File: src/hdl/lhp_pkg.sv
// Shared types and constants of the latency histogram percentile block.
package lhp_pkg;

  localparam int MODE_W = 2;
  localparam int DUR_W  = 32;
  localparam int PCT_W  = 7;
  localparam int CNT_W  = 32;
  localparam int TOT_W  = 64;

  typedef logic [MODE_W-1:0] mode_t;

  localparam mode_t MODE_RECORD = 2'd0;
  localparam mode_t MODE_QUERY  = 2'd1;
  localparam mode_t MODE_CLEAR  = 2'd2;

  localparam logic [PCT_W-1:0] PCT_FULL = 7'd100;

  typedef enum logic [2:0] {
    ST_INIT,
    ST_IDLE,
    ST_BIN,
    ST_WR,
    ST_WALK,
    ST_SCALE,
    ST_CLEAR,
    ST_RESP
  } state_t;

  typedef struct packed {
    logic             start;
    logic [DUR_W-1:0] duration;
  } bin_req_t;

endpackage

File: src/hdl/lhp_if.sv
// Valid/ready channel interfaces for command words and result words.
interface lhp_in_if;
  import lhp_pkg::*;

  logic             valid;
  logic             ready;
  mode_t            mode;
  logic [DUR_W-1:0] duration_ns;
  logic [PCT_W-1:0] percentile;

  modport source (output valid, output mode, output duration_ns, output percentile,
                  input ready);
  modport sink (input valid, input mode, input duration_ns, input percentile,
                output ready);
endinterface

interface lhp_out_if;
  import lhp_pkg::*;

  logic             valid;
  logic             ready;
  logic [DUR_W-1:0] percentile_ns;
  logic [TOT_W-1:0] total_ns;
  logic [DUR_W-1:0] max_ns;
  logic [CNT_W-1:0] sample_count;

  modport source (output valid, output percentile_ns, output total_ns, output max_ns,
                  output sample_count, input ready);
  modport sink (input valid, input percentile_ns, input total_ns, input max_ns,
                input sample_count, output ready);
endinterface

File: src/hdl/lhp_bucket_mem.sv
// Histogram bucket memory with one write port and one registered read port.
module lhp_bucket_mem #(
  parameter int DEPTH = 64,
  parameter int AW    = 6,
  parameter int DW    = 32
) (
  input  logic          clk,
  input  logic          wr_en,
  input  logic [AW-1:0] wr_addr,
  input  logic [DW-1:0] wr_data,
  input  logic          rd_en,
  input  logic [AW-1:0] rd_addr,
  output logic [DW-1:0] rd_data
);

  logic [DW-1:0] mem_r [DEPTH];
  logic [DW-1:0] rd_data_r;

  always_ff @(posedge clk) begin
    if (wr_en) begin
      mem_r[wr_addr] <= wr_data;
    end
    if (rd_en) begin
      rd_data_r <= mem_r[rd_addr];
    end
  end

  assign rd_data = rd_data_r;

endmodule

File: src/hdl/lhp_bin_calc.sv
// Bucket index pipeline: ceil(duration / BUCKET_NS) clamped, via reciprocal multiply.
module lhp_bin_calc #(
  parameter int BUCKETS   = 64,
  parameter int BUCKET_NS = 1024,
  parameter int IDX_W     = 6
) (
  input  logic              clk,
  input  logic              rst_n,
  input  lhp_pkg::bin_req_t req,
  output logic              done,
  output logic [IDX_W-1:0]  idx
);
  import lhp_pkg::*;

  localparam int NB_W = DUR_W + 1;
  localparam int MUL_W = 2 * DUR_W + 1;
  localparam logic [63:0] LIM64 = 64'(BUCKETS - 2) * 64'(BUCKET_NS);
  localparam logic [DUR_W-1:0] CLAMP_LIM = DUR_W'(LIM64);
  localparam logic [63:0] RECIP64 = (64'd1 << DUR_W) / 64'(BUCKET_NS);
  localparam logic [DUR_W:0] RECIP = (DUR_W + 1)'(RECIP64);
  localparam logic [IDX_W-1:0] LAST = IDX_W'(BUCKETS - 1);

  logic [DUR_W-1:0] x_r;
  logic             clamp_r;
  logic             zero_r;
  logic [IDX_W-1:0] q0_r;
  logic [NB_W-1:0]  nb_r;
  logic [IDX_W-1:0] idx_r;
  logic [3:0]       v_r;
  logic [MUL_W-1:0] prod;
  logic             corr;

  // The estimate q0 is the true quotient of (duration - 1) or one below it.
  assign prod = MUL_W'(x_r) * MUL_W'(RECIP);
  assign corr = {1'b0, x_r} >= nb_r;

  always_ff @(posedge clk) begin
    if (req.start) begin
      x_r     <= req.duration - DUR_W'(1);
      clamp_r <= req.duration > CLAMP_LIM;
      zero_r  <= req.duration == '0;
    end
    q0_r <= prod[DUR_W +: IDX_W];
    nb_r <= (NB_W'(q0_r) + NB_W'(1)) * NB_W'(BUCKET_NS);
    if (clamp_r) begin
      idx_r <= LAST;
    end else if (zero_r) begin
      idx_r <= '0;
    end else begin
      idx_r <= q0_r + IDX_W'(1) + IDX_W'(corr);
    end
  end

  always_ff @(posedge clk) begin
    if (!rst_n) begin
      v_r <= '0;
    end else begin
      v_r <= {v_r[2:0], req.start};
    end
  end

  assign done = v_r[3];
  assign idx  = idx_r;

endmodule

File: src/hdl/latency_histogram_percentile.sv
// Top level of the latency histogram percentile block with its controller.
//
//   Port       Dir  Contents
//   in_word    in   mode, duration_ns, percentile
//   out_word   out  percentile_ns, total_ns, max_ns, sample_count
//
// One word is worked on at a time. A record passes through the accept, the bucket index
// pipeline, a read of the bucket, one write and the loading of the result. A query reads
// the buckets in order from bucket 0 until its rank is reached or the last bucket, then
// scales; an empty or out-of-range query goes straight to the result. Reset and a clear
// sweep the bucket memory to zero without accepting a word. A waiting result does not
// block the next accept; it stalls only the next result.
module latency_histogram_percentile #(
  parameter int BUCKETS   = 64,
  parameter int BUCKET_NS = 1024
) (
  input logic clk,
  input logic rst_n,
  lhp_in_if.sink    in_word,
  lhp_out_if.source out_word
);
  import lhp_pkg::*;

  localparam int IDX_W = $clog2(BUCKETS);
  localparam int PTR_W = IDX_W + 1;
  localparam int TGT_W = CNT_W + PCT_W;
  localparam int ACC_W = TGT_W + 1;
  localparam logic [IDX_W-1:0] LAST = IDX_W'(BUCKETS - 1);
  localparam logic [PTR_W-1:0] PTR_END = PTR_W'(BUCKETS);

  state_t state_r, state_nxt;
  logic [TOT_W-1:0] total_r, total_nxt;
  logic [DUR_W-1:0] max_r, max_nxt;
  logic [CNT_W-1:0] count_r, count_nxt;
  logic [PTR_W-1:0] ptr_r, ptr_nxt;
  logic [TGT_W-1:0] target_r, target_nxt;
  logic [ACC_W-1:0] acc_r, acc_nxt;
  logic [ACC_W-1:0] m_r, m_nxt;
  logic [IDX_W-1:0] a1_r, a1_nxt;
  logic [IDX_W-1:0] a2_r, a2_nxt;
  logic             v1_r, v1_nxt;
  logic             v2_r, v2_nxt;
  logic [IDX_W-1:0] hit_idx_r, hit_idx_nxt;
  logic [IDX_W-1:0] wr_idx_r, wr_idx_nxt;
  logic [DUR_W-1:0] pct_r, pct_nxt;
  logic             out_valid_r, out_valid_nxt;
  logic [DUR_W-1:0] out_pct_r, out_pct_nxt;
  logic [TOT_W-1:0] out_total_r, out_total_nxt;
  logic [DUR_W-1:0] out_max_r, out_max_nxt;
  logic [CNT_W-1:0] out_count_r, out_count_nxt;

  bin_req_t         bin_req;
  logic             bin_done;
  logic [IDX_W-1:0] bin_idx;
  logic             mem_wr_en;
  logic [IDX_W-1:0] mem_wr_addr;
  logic [CNT_W-1:0] mem_wr_data;
  logic             mem_rd_en;
  logic [IDX_W-1:0] mem_rd_addr;
  logic [CNT_W-1:0] mem_rd_data;
  logic [ACC_W-1:0] acc_sum;
  logic             hit;
  logic             in_fire;

  lhp_bin_calc #(
    .BUCKETS  (BUCKETS),
    .BUCKET_NS(BUCKET_NS),
    .IDX_W    (IDX_W)
  ) u_bin_calc (
    .clk  (clk),
    .rst_n(rst_n),
    .req  (bin_req),
    .done (bin_done),
    .idx  (bin_idx)
  );

  lhp_bucket_mem #(
    .DEPTH(BUCKETS),
    .AW   (IDX_W),
    .DW   (CNT_W)
  ) u_bucket_mem (
    .clk    (clk),
    .wr_en  (mem_wr_en),
    .wr_addr(mem_wr_addr),
    .wr_data(mem_wr_data),
    .rd_en  (mem_rd_en),
    .rd_addr(mem_rd_addr),
    .rd_data(mem_rd_data)
  );

  // The rank test acc >= ceil(count * p / 100) is done as 100 * acc >= count * p.
  assign acc_sum = acc_r + m_r;
  assign hit     = v2_r && (acc_sum >= ACC_W'(target_r));
  assign in_fire = in_word.valid && in_word.ready;

  always_comb begin
    state_nxt     = state_r;
    total_nxt     = total_r;
    max_nxt       = max_r;
    count_nxt     = count_r;
    ptr_nxt       = ptr_r;
    target_nxt    = target_r;
    acc_nxt       = acc_r;
    m_nxt         = ACC_W'(mem_rd_data) * ACC_W'(PCT_FULL);
    a1_nxt        = ptr_r[IDX_W-1:0];
    a2_nxt        = a1_r;
    v1_nxt        = 1'b0;
    v2_nxt        = 1'b0;
    hit_idx_nxt   = hit_idx_r;
    wr_idx_nxt    = wr_idx_r;
    pct_nxt       = pct_r;
    out_valid_nxt = out_valid_r && !out_word.ready;
    out_pct_nxt   = out_pct_r;
    out_total_nxt = out_total_r;
    out_max_nxt   = out_max_r;
    out_count_nxt = out_count_r;
    in_word.ready = 1'b0;
    bin_req       = '0;
    mem_wr_en     = 1'b0;
    mem_wr_addr   = ptr_r[IDX_W-1:0];
    mem_wr_data   = '0;
    mem_rd_en     = 1'b0;
    mem_rd_addr   = ptr_r[IDX_W-1:0];
    case (state_r)
      ST_INIT, ST_CLEAR: begin
        mem_wr_en = 1'b1;
        ptr_nxt   = ptr_r + PTR_W'(1);
        if (ptr_r[IDX_W-1:0] == LAST) begin
          ptr_nxt   = '0;
          state_nxt = (state_r == ST_INIT) ? ST_IDLE : ST_RESP;
        end
      end
      ST_IDLE: begin
        in_word.ready = 1'b1;
        pct_nxt       = '0;
        if (in_word.valid) begin
          case (in_word.mode)
            MODE_RECORD: begin
              total_nxt = total_r + TOT_W'(in_word.duration_ns);
              if (in_word.duration_ns > max_r) begin
                max_nxt = in_word.duration_ns;
              end
              if (count_r != '1) begin
                count_nxt = count_r + CNT_W'(1);
              end
              bin_req.start    = 1'b1;
              bin_req.duration = in_word.duration_ns;
              state_nxt        = ST_BIN;
            end
            MODE_QUERY: begin
              if (count_r == '0 || in_word.percentile == '0 ||
                  in_word.percentile > PCT_FULL) begin
                state_nxt = ST_RESP;
              end else begin
                target_nxt = TGT_W'(count_r) * TGT_W'(in_word.percentile);
                acc_nxt    = '0;
                ptr_nxt    = '0;
                state_nxt  = ST_WALK;
              end
            end
            MODE_CLEAR: begin
              total_nxt = '0;
              max_nxt   = '0;
              count_nxt = '0;
              ptr_nxt   = '0;
              state_nxt = ST_CLEAR;
            end
            default: begin
              state_nxt = ST_RESP;
            end
          endcase
        end
      end
      ST_BIN: begin
        if (bin_done) begin
          mem_rd_en   = 1'b1;
          mem_rd_addr = bin_idx;
          wr_idx_nxt  = bin_idx;
          state_nxt   = ST_WR;
        end
      end
      ST_WR: begin
        mem_wr_en   = 1'b1;
        mem_wr_addr = wr_idx_r;
        mem_wr_data = (mem_rd_data == '1) ? mem_rd_data : mem_rd_data + CNT_W'(1);
        state_nxt   = ST_RESP;
      end
      ST_WALK: begin
        if (ptr_r < PTR_END) begin
          mem_rd_en = 1'b1;
          ptr_nxt   = ptr_r + PTR_W'(1);
          v1_nxt    = 1'b1;
        end
        v2_nxt = v1_r;
        if (v2_r) begin
          acc_nxt = acc_sum;
          if (hit || a2_r == LAST) begin
            hit_idx_nxt = a2_r;
            v1_nxt      = 1'b0;
            v2_nxt      = 1'b0;
            state_nxt   = ST_SCALE;
          end
        end
      end
      ST_SCALE: begin
        if (hit_idx_r == LAST) begin
          pct_nxt = max_r;
        end else begin
          pct_nxt = DUR_W'(hit_idx_r) * DUR_W'(BUCKET_NS);
        end
        state_nxt = ST_RESP;
      end
      ST_RESP: begin
        if (!out_valid_r || out_word.ready) begin
          out_valid_nxt = 1'b1;
          out_pct_nxt   = pct_r;
          out_total_nxt = total_r;
          out_max_nxt   = max_r;
          out_count_nxt = count_r;
          state_nxt     = ST_IDLE;
        end
      end
      default: begin
        state_nxt = ST_IDLE;
      end
    endcase
  end

  always_ff @(posedge clk) begin
    if (!rst_n) begin
      state_r     <= ST_INIT;
      ptr_r       <= '0;
      total_r     <= '0;
      max_r       <= '0;
      count_r     <= '0;
      v1_r        <= 1'b0;
      v2_r        <= 1'b0;
      out_valid_r <= 1'b0;
    end else begin
      state_r     <= state_nxt;
      ptr_r       <= ptr_nxt;
      total_r     <= total_nxt;
      max_r       <= max_nxt;
      count_r     <= count_nxt;
      v1_r        <= v1_nxt;
      v2_r        <= v2_nxt;
      out_valid_r <= out_valid_nxt;
    end
  end

  always_ff @(posedge clk) begin
    target_r    <= target_nxt;
    acc_r       <= acc_nxt;
    m_r         <= m_nxt;
    a1_r        <= a1_nxt;
    a2_r        <= a2_nxt;
    hit_idx_r   <= hit_idx_nxt;
    wr_idx_r    <= wr_idx_nxt;
    pct_r       <= pct_nxt;
    out_pct_r   <= out_pct_nxt;
    out_total_r <= out_total_nxt;
    out_max_r   <= out_max_nxt;
    out_count_r <= out_count_nxt;
  end

  assign out_word.valid         = out_valid_r;
  assign out_word.percentile_ns = out_pct_r;
  assign out_word.total_ns      = out_total_r;
  assign out_word.max_ns        = out_max_r;
  assign out_word.sample_count  = out_count_r;

  a_count_step: assert property (@(posedge clk) disable iff (!rst_n)
    in_fire && in_word.mode == MODE_RECORD && count_r != '1
    |=> count_r == $past(count_r) + CNT_W'(1))
    else $error("sample count did not advance on a record");

  a_max_track: assert property (@(posedge clk) disable iff (!rst_n)
    in_fire && in_word.mode == MODE_RECORD |=> max_r >= $past(in_word.duration_ns))
    else $error("running maximum below a recorded duration");

  a_walk_no_write: assert property (@(posedge clk) disable iff (!rst_n)
    state_r == ST_WALK || state_r == ST_SCALE |-> !mem_wr_en)
    else $error("bucket memory written during a query");

  a_bin_done_state: assert property (@(posedge clk) disable iff (!rst_n)
    bin_done |-> state_r == ST_BIN)
    else $error("bucket index finished outside of a record");

endmodule
File: src/flat_wrapper.sv
// flat-port wrapper written by rule: the top's interface ports become plain ports
module latency_histogram_percentile_flat import lhp_pkg::*;
#(
  parameter int BUCKETS   = 64,
  parameter int BUCKET_NS = 1024
)
  (clk, rst_n, in_word_valid, in_word_mode, in_word_duration_ns, in_word_percentile, in_word_ready, out_word_valid, out_word_percentile_ns, out_word_total_ns, out_word_max_ns, out_word_sample_count, out_word_ready);
  lhp_in_if in_word_i ();
  lhp_out_if out_word_i ();
  input logic clk;
  input logic rst_n;
  input wire logic [$bits(in_word_i.valid)-1:0] in_word_valid;
  input wire logic [$bits(in_word_i.mode)-1:0] in_word_mode;
  input wire logic [$bits(in_word_i.duration_ns)-1:0] in_word_duration_ns;
  input wire logic [$bits(in_word_i.percentile)-1:0] in_word_percentile;
  output wire logic [$bits(in_word_i.ready)-1:0] in_word_ready;
  output wire logic [$bits(out_word_i.valid)-1:0] out_word_valid;
  output wire logic [$bits(out_word_i.percentile_ns)-1:0] out_word_percentile_ns;
  output wire logic [$bits(out_word_i.total_ns)-1:0] out_word_total_ns;
  output wire logic [$bits(out_word_i.max_ns)-1:0] out_word_max_ns;
  output wire logic [$bits(out_word_i.sample_count)-1:0] out_word_sample_count;
  input wire logic [$bits(out_word_i.ready)-1:0] out_word_ready;
  assign in_word_i.valid = in_word_valid;
  assign in_word_i.mode = in_word_mode;
  assign in_word_i.duration_ns = in_word_duration_ns;
  assign in_word_i.percentile = in_word_percentile;
  assign in_word_ready = in_word_i.ready;
  assign out_word_valid = out_word_i.valid;
  assign out_word_percentile_ns = out_word_i.percentile_ns;
  assign out_word_total_ns = out_word_i.total_ns;
  assign out_word_max_ns = out_word_i.max_ns;
  assign out_word_sample_count = out_word_i.sample_count;
  assign out_word_i.ready = out_word_ready;
  latency_histogram_percentile #(.BUCKETS(BUCKETS), .BUCKET_NS(BUCKET_NS)) u_core (.clk(clk), .rst_n(rst_n), .in_word(in_word_i), .out_word(out_word_i));
endmodule
File: config.mk
export PLATFORM = sky130hd
export DESIGN_NAME = latency_histogram_percentile_flat
export DESIGN_NICKNAME = d
export VERILOG_FILES = /design/src/hdl/lhp_pkg.sv /design/src/hdl/lhp_if.sv /design/src/hdl/lhp_bucket_mem.sv /design/src/hdl/lhp_bin_calc.sv /design/src/hdl/latency_histogram_percentile.sv /design/src/flat_wrapper.sv
export SDC_FILE = /design/constraint.sdc
export NUM_CORES = 2
export LEC_CHECK = 0
export CAP_MARGIN = 20
export CORE_MARGIN = 3
export CORE_UTILIZATION = 28
export DETAILED_ROUTE_END_ITERATION = 10
export DONT_BUFFER_PORTS = 1
export SKIP_LAST_GASP = 1
export SYNTH_ARGS = -nofsm -noshare
export SYNTH_HDL_FRONTEND = slang
export SYNTH_SLANG_ARGS = --single-unit
File: constraint.sdc
create_clock -name clk -period 17.8 [get_ports clk]
set_input_delay 0.89 -clock clk [delete_from_list [all_inputs] [get_ports clk]]
set_output_delay 0.89 -clock clk [all_outputs]
set_load 0.02 [all_outputs]
Yosys cells after proc, flatten, opt, wreduce, memory -nomap -nowiden
Memories as Yosys holds them, arrays and structs flattened. A register that Yosys moved wholly into a read port is not among the register bits.
Index checks and enable logic that the tools add are counted.
- register bits after elaboration: 546
- bits in writable memories: 2048
- output and inout bits: 162
- word-level logic and storage cells: 154
- memories kept: 1
- memory list (memory ; depth ; bits a word ; rd ports ; clocked after memory_dff ; wr ports ; line ; RTL):
    u_core.u_bucket_mem.mem_r ; 64 ; 32 ; 1 ; 1 ; 1 ; lhp_bucket_mem.sv:16 ; logic [DW-1:0] mem_r [DEPTH];
- add/sub/neg operators: 9
- $mul: 2
- $lt $le $gt $ge: 6
- equality and inequality tests: 27
- mux-type cells: 50
- bitwise operators: 1
- reductions and logical operators: 31
- operators by type and width (kind ; count):
    $pmux 32 s2 ; 3
    $mux 32 ; 5
    $mux 40 ; 4
    $pmux 64 s2 ; 1
    $mux 33 ; 3
    $pmux 40 s2 ; 1
    $add 32x1->32 const B ; 2
    $add 64x32->64 ; 1
    $logic_not 32->1 ; 2
    $add 40x39->40 ; 1
    $ge 40x39->1 ; 1
    $mul 32x7->39 ; 1
    $mul 32x5->37 const B ; 1
    $ge 32x33->1 ; 1
    $eq 32x32->1 const B ; 1
    $gt 32x16->1 const B ; 1
    $gt 32x32->1 ; 1
    $ne 32x32->1 const B ; 1
    $sub 32x1->32 const B ; 1
    $mux 7 ; 4
    $mux 6 ; 4
    $mux 3 ; 7
    $pmux 7 s3 ; 1
    $eq 6x6->1 const B ; 3
    37 further kinds ; 75

Logic depth before layout (Yosys ltp)
- word-level depth: 7
- gate-level depth with buffers: 20

Cells and area by module
From an unflattened synthesis, not the netlist that was laid out.
- cell total of the unflattened synthesis: 6815
- area, all modules: 113717.8 um^2
- modules (own cells, without submodules) (module ; times used ; cells each ; area each (um^2) ; sequential area each (um^2)):
    lhp_bucket_mem ; 1 ; 3324 ; 78840.6 ; 62459.9
    latency_histogram_percentile ; 1 ; 3274 ; 32245.9 ; 12241.7
    lhp_bin_calc ; 1 ; 217 ; 2631.3 ; 1481.4

Least setup slack after synthesis
Ideal clock, no wire load.
- kind: in2reg
- start point: input out_word_ready
- end point: register u_core.out_max_r[0] (netlist: u_core.out_word.max_ns[0]), enable pin
- setup time: 0.685 ns
- arrival: 7.657 ns
- setup slack: 9.457 ns
- stages: 2
- path buffers: 0
- cell sequence: nor2b_1 nor2_1
- word-level cells in the longest chain between the ends: 2
- ends and longest elaborated chain (element ; line ; RTL):
    start: declaration ; flat_wrapper.sv:22 ; input wire logic [$bits(out_word_i.ready)-1:0] out_word_ready;
    $logic_or 1x1->1 ; latency_histogram_percentile.sv:214 ; if (!out_valid_r || out_word.ready) begin
    $reduce_and 2->1 (no line) ; n/a ;
    end signal: assignment ; latency_histogram_percentile.sv:262 ; out_max_r <= out_max_nxt;
    end: declaration ; latency_histogram_percentile.sv:49 ; logic [DUR_W-1:0] out_max_r, out_max_nxt;
No other way between the ends.
A chain may end at the register's enable or synchronous reset.

Worst setup path in the final report
- start point: register u_core.state_r[1]
- end point: register u_core.u_bucket_mem.rd_data_r[23] (netlist: u_core.u_bucket_mem.rd_data[23]), read port of u_core.u_bucket_mem.mem_r, data pin
- word-level cells in the longest chain between the ends: 2
- elaborated cells between the ends (all ways): 4
- ends and longest elaborated chain (element ; line ; RTL):
    start: declaration ; latency_histogram_percentile.sv:31 ; state_t state_r, state_nxt;
    start signal: assignment ; latency_histogram_percentile.sv:240 ; state_r <= state_nxt;
    $eq 3x3->1 or $eq 3x2->1 (tied branches) ; latency_histogram_percentile.sv:124 ; case (state_r)
    $pmux 1 s2 or $mux 6 (tied branches) ; latency_histogram_percentile.sv:124 ;
    end: declaration ; lhp_bucket_mem.sv:17 ; logic [DW-1:0] rd_data_r;
Parallel ways exist; a longest one is shown, timed or not.

==> flow_metrics.env <==
export IMPL_status="finished clean"
export IMPL_period_share_pct=37.40
export IMPL_async_reset_ff_share_pct=0
export IMPL_ios=207
export IMPL_final_util_pct=32.02
export IMPL_reg2reg_to="u_core.u_bucket_mem.rd_data[23]"
export IMPL_rrSetupSlack_ns=11.14
export IMPL_place_ws_ns=11.26
export IMPL_ys_flop_type="edfxtp_1"
export IMPL_cts_tree="built"
export IMPL_r2r_start="u_core.state_r[1]"
export IMPL_drive_above_1_share_pct=15.92
export IMPL_drt_antenna_violating_nets=0
export IMPL_dieHeight_um=645.3
export IMPL_p_per_area_nw_per_um2=118.2
export IMPL_layout_commonest_cell="edfxtp_1"
export IMPL_drtIter0Drc=6475
export IMPL_dp_cells=12405
export IMPL_setup_violations=0
export IMPL_drc=0
export IMPL_hold_ws_ns=0.2252
export IMPL_slew_violations=0
export IMPL_drv_cap=0
export IMPL_rows=234
export IMPL_rsz0062_at_grt="false"
export IMPL_dp_hpwl_um=179700
export IMPL_ir_drop_mv=0.08264
export IMPL_clk_latency_ns=0.86
export IMPL_grt_pass1_vias=65228
export IMPL_fin_cells=12879
export IMPL_arrival_ns=7.14
export IMPL_synthesis_nets=7686
export IMPL_setup_tns_ns=0
export IMPL_post_cts_resized=0
export IMPL_areaGrowthSynthToFinish_pct=13.80
export IMPL_setup_worst_path_start_class="flip-flop"
export IMPL_avgRoutedWirePerCell_um=24.03
export IMPL_worstMarginPinSlew_ns=1.234
export IMPL_cts_sinks=2608
export IMPL_hold_depth=1
export IMPL_min_from="in_word_duration_ns[29]"
export IMPL_grt_use_total_pct=14.48
export IMPL_via_count=64558
export IMPL_path_max_fanout=100
export IMPL_grt_pass1_wl_um=449800
export IMPL_h_tree_depth=5
export IMPL_vias_per_cell=5.013
export IMPL_root_buffer="clkbuf_16"
export IMPL_leakage_nw=41.05
export IMPL_avgSynthCellArea_um2=16.00
export IMPL_hp_class="in2reg"
export IMPL_yosysUniqueCellTypes=82
export IMPL_clk_pin_slew_ns=0.06
export IMPL_crit_type="reg2reg"
export IMPL_clk_path_buf_depth=4
export IMPL_layout_nets=7785
export IMPL_dieArea_um2=416400
export IMPL_gp_congestion=0.8145
export IMPL_post_cts_buffers=0
export IMPL_yosys_warnings=0
export IMPL_cts_made_buffers=267
export IMPL_holdPathEnd="u_core.max_r[29]"
export IMPL_core_area_um2=406700
export IMPL_hold_buffers=0
export IMPL_mostFrequentLayoutCells="edfxtp_1, nand2_1, mux4_2, inv_1, ha_1"
export IMPL_grt_max_degree=108
export IMPL_slew_headroom_pct=17.23
export IMPL_io_buffers=0
export IMPL_initial_core_util_pct=28.14
export IMPL_wirelength_um=309400
export IMPL_synthCells=7152
export IMPL_fin_ws_ns=11.14
export IMPL_fmax_mhz=150.2
export IMPL_critPathRequiredTime_ns=18.28
export IMPL_die_w_um=645.3
export IMPL_ys_ff_latch=2608
export IMPL_netlist_area_um2=114400
export IMPL_antenna_found_initial=11
export IMPL_hold_violations=0
export IMPL_synth_edf_count=2395
export IMPL_skew_ns=0.06996
export IMPL_ys_seq_area_share_pct=66.58
export IMPL_cp_end_kind="flip-flop"
export IMPL_overflow=0
export IMPL_reg2reg_depth=13
export IMPL_dr_pass1_iters=8
export IMPL_finalCriticalPeriod_ns=6.657
-- where the power goes --
part / internal, mW / total, mW / switching [mW]
clock network: 3.08 / 5.40 / 2.32
registers: 6.90 / 7.00 / 0.0975
logic: 1.23 / 2.99 / 1.75
total: 11.2 / 15.4 / 4.17
-- critical path, stage by stage (launching register included) --
cell      delay, ns
dfxtp_1        0.59
nand2b_4       0.13
nor3b_4        0.19
buf_4          0.34
mux2i_4        0.28
buf_4          0.63
buf_4          0.71
buf_12         0.52
buf_4          0.71
mux4_2         0.42
nand2_1        0.09
a31oi_1        0.28
a211oi_1       0.90
a21oi_1        0.21
-- per-layer routing --
layer  global-route usage [%]  share of wire (%)  up-vias  wire length (um)
li1                         -                  -    27654                 -
met1                    19.71                 42    33800            129700
met2                    23.56                 47     2646            145500
met3                    2.465                7.7      456             23950
met4                    4.563                3.3        2             10190
met5                        0             0.0023        -                 7
-- worst max path at each step --
stage          cells after the start  slack (ns)                              end         startpoint
6_report                          13       11.14  u_core.u_bucket_mem.rd_data[23]  u_core.state_r[1]
2_1_floorplan                      2        9.46        u_core.out_word.max_ns[0]     out_word_ready
3_3_place_gp                      13       11.10  u_core.u_bucket_mem.rd_data[18]  u_core.state_r[1]
4_1_cts                           13       11.27  u_core.u_bucket_mem.rd_data[23]  u_core.state_r[1]
3_5_place_dp                      13       11.26  u_core.u_bucket_mem.rd_data[23]  u_core.state_r[1]
5_1_grt                           13       10.88  u_core.u_bucket_mem.rd_data[23]  u_core.state_r[1]
-- cells by family (layout without fill, tap and decap cells) --
| family | after synthesis | after routing | share of synthesized area [%] |
|---|---|---|---|
| DFF | 2608 | 2608 | 66.58 |
| and+or+nand+nor | 1575 | 1575 | 6.532 |
| other | 0 | 8 | 0 |
| xor gates and xnor gates | 226 | 226 | 1.730 |
| adders and majority gates | 489 | 489 | 6.515 |
| buffers and inverters | 739 | 1030 | 2.632 |
| AOI/OAI and AO/OA | 987 | 987 | 5.795 |
| muxes | 528 | 528 | 10.22 |
-- through the flow --
step	cell area (um^2)	power, mW
after floorplan	114400	9.275
after global placement	121900	10.09
after detailed placement	121900	10.13
after CTS	130200	15.54
after global routing	130200	16.05
final	130200	15.39
-- sequential cells by signal, summed over array words and instances (netlist names), 7 cells and up --
register,cells
u_core.target_r,39
u_core.out_word.total_ns,64
u_core.u_bucket_mem.mem_r,2048
u_core.ptr_r,7
u_core.out_word.sample_count,32
u_core.m_r,37
u_core.u_bin_calc.x_r,32
u_core.total_r,64
u_core.u_bin_calc.nb_r,7
u_core.count_r,32
u_core.pct_r,32
u_core.out_word.max_ns,32
u_core.out_word.percentile_ns,32
u_core.acc_r,38
u_core.max_r,32
u_core.u_bucket_mem.rd_data,32
-- cell type report --
cell class,count,area (um^2)
Inverter,398,1494
Tap cell,5428,6792
Sequential cell,2608,76180
Multi-Input combinational cell,3805,36100
Antenna cell,8,20.02
Clock inverter,125,1149
Fill cell,39162,276400
Timing Repair Buffer,171,1411
Clock buffer,336,7076
-- cells in the mapped netlist, drive strengths merged, types with 20 or more instances --
cell       n  area share [%]
a311oi    73            0.56
a21o      75            0.49
mux4     512              10
and3      36            0.20
nand3     86            0.38
inv      398             1.3
buf      117            0.59
nand2b    23            0.13
nor3      39            0.17
o21bai    20            0.13
o21a      26            0.17
xnor2    157             1.2
nand4     46            0.25
edfxtp  2395              63
nor4      27            0.15
nor2     293            0.96
nand2    651             2.1
clkbuf   224            0.73
xor2      69            0.53
a21oi    252             1.1
o211ai    20            0.13
and2     263             1.4
nor2b     20            0.11
fa       178             3.1
ha       311             3.4
a211oi   179             1.2
o21ai    124            0.54
dfxtp    213             3.7
a22o      28            0.21
a31oi     83            0.45
No activity file was read; power rests on OpenSTA's default activity.
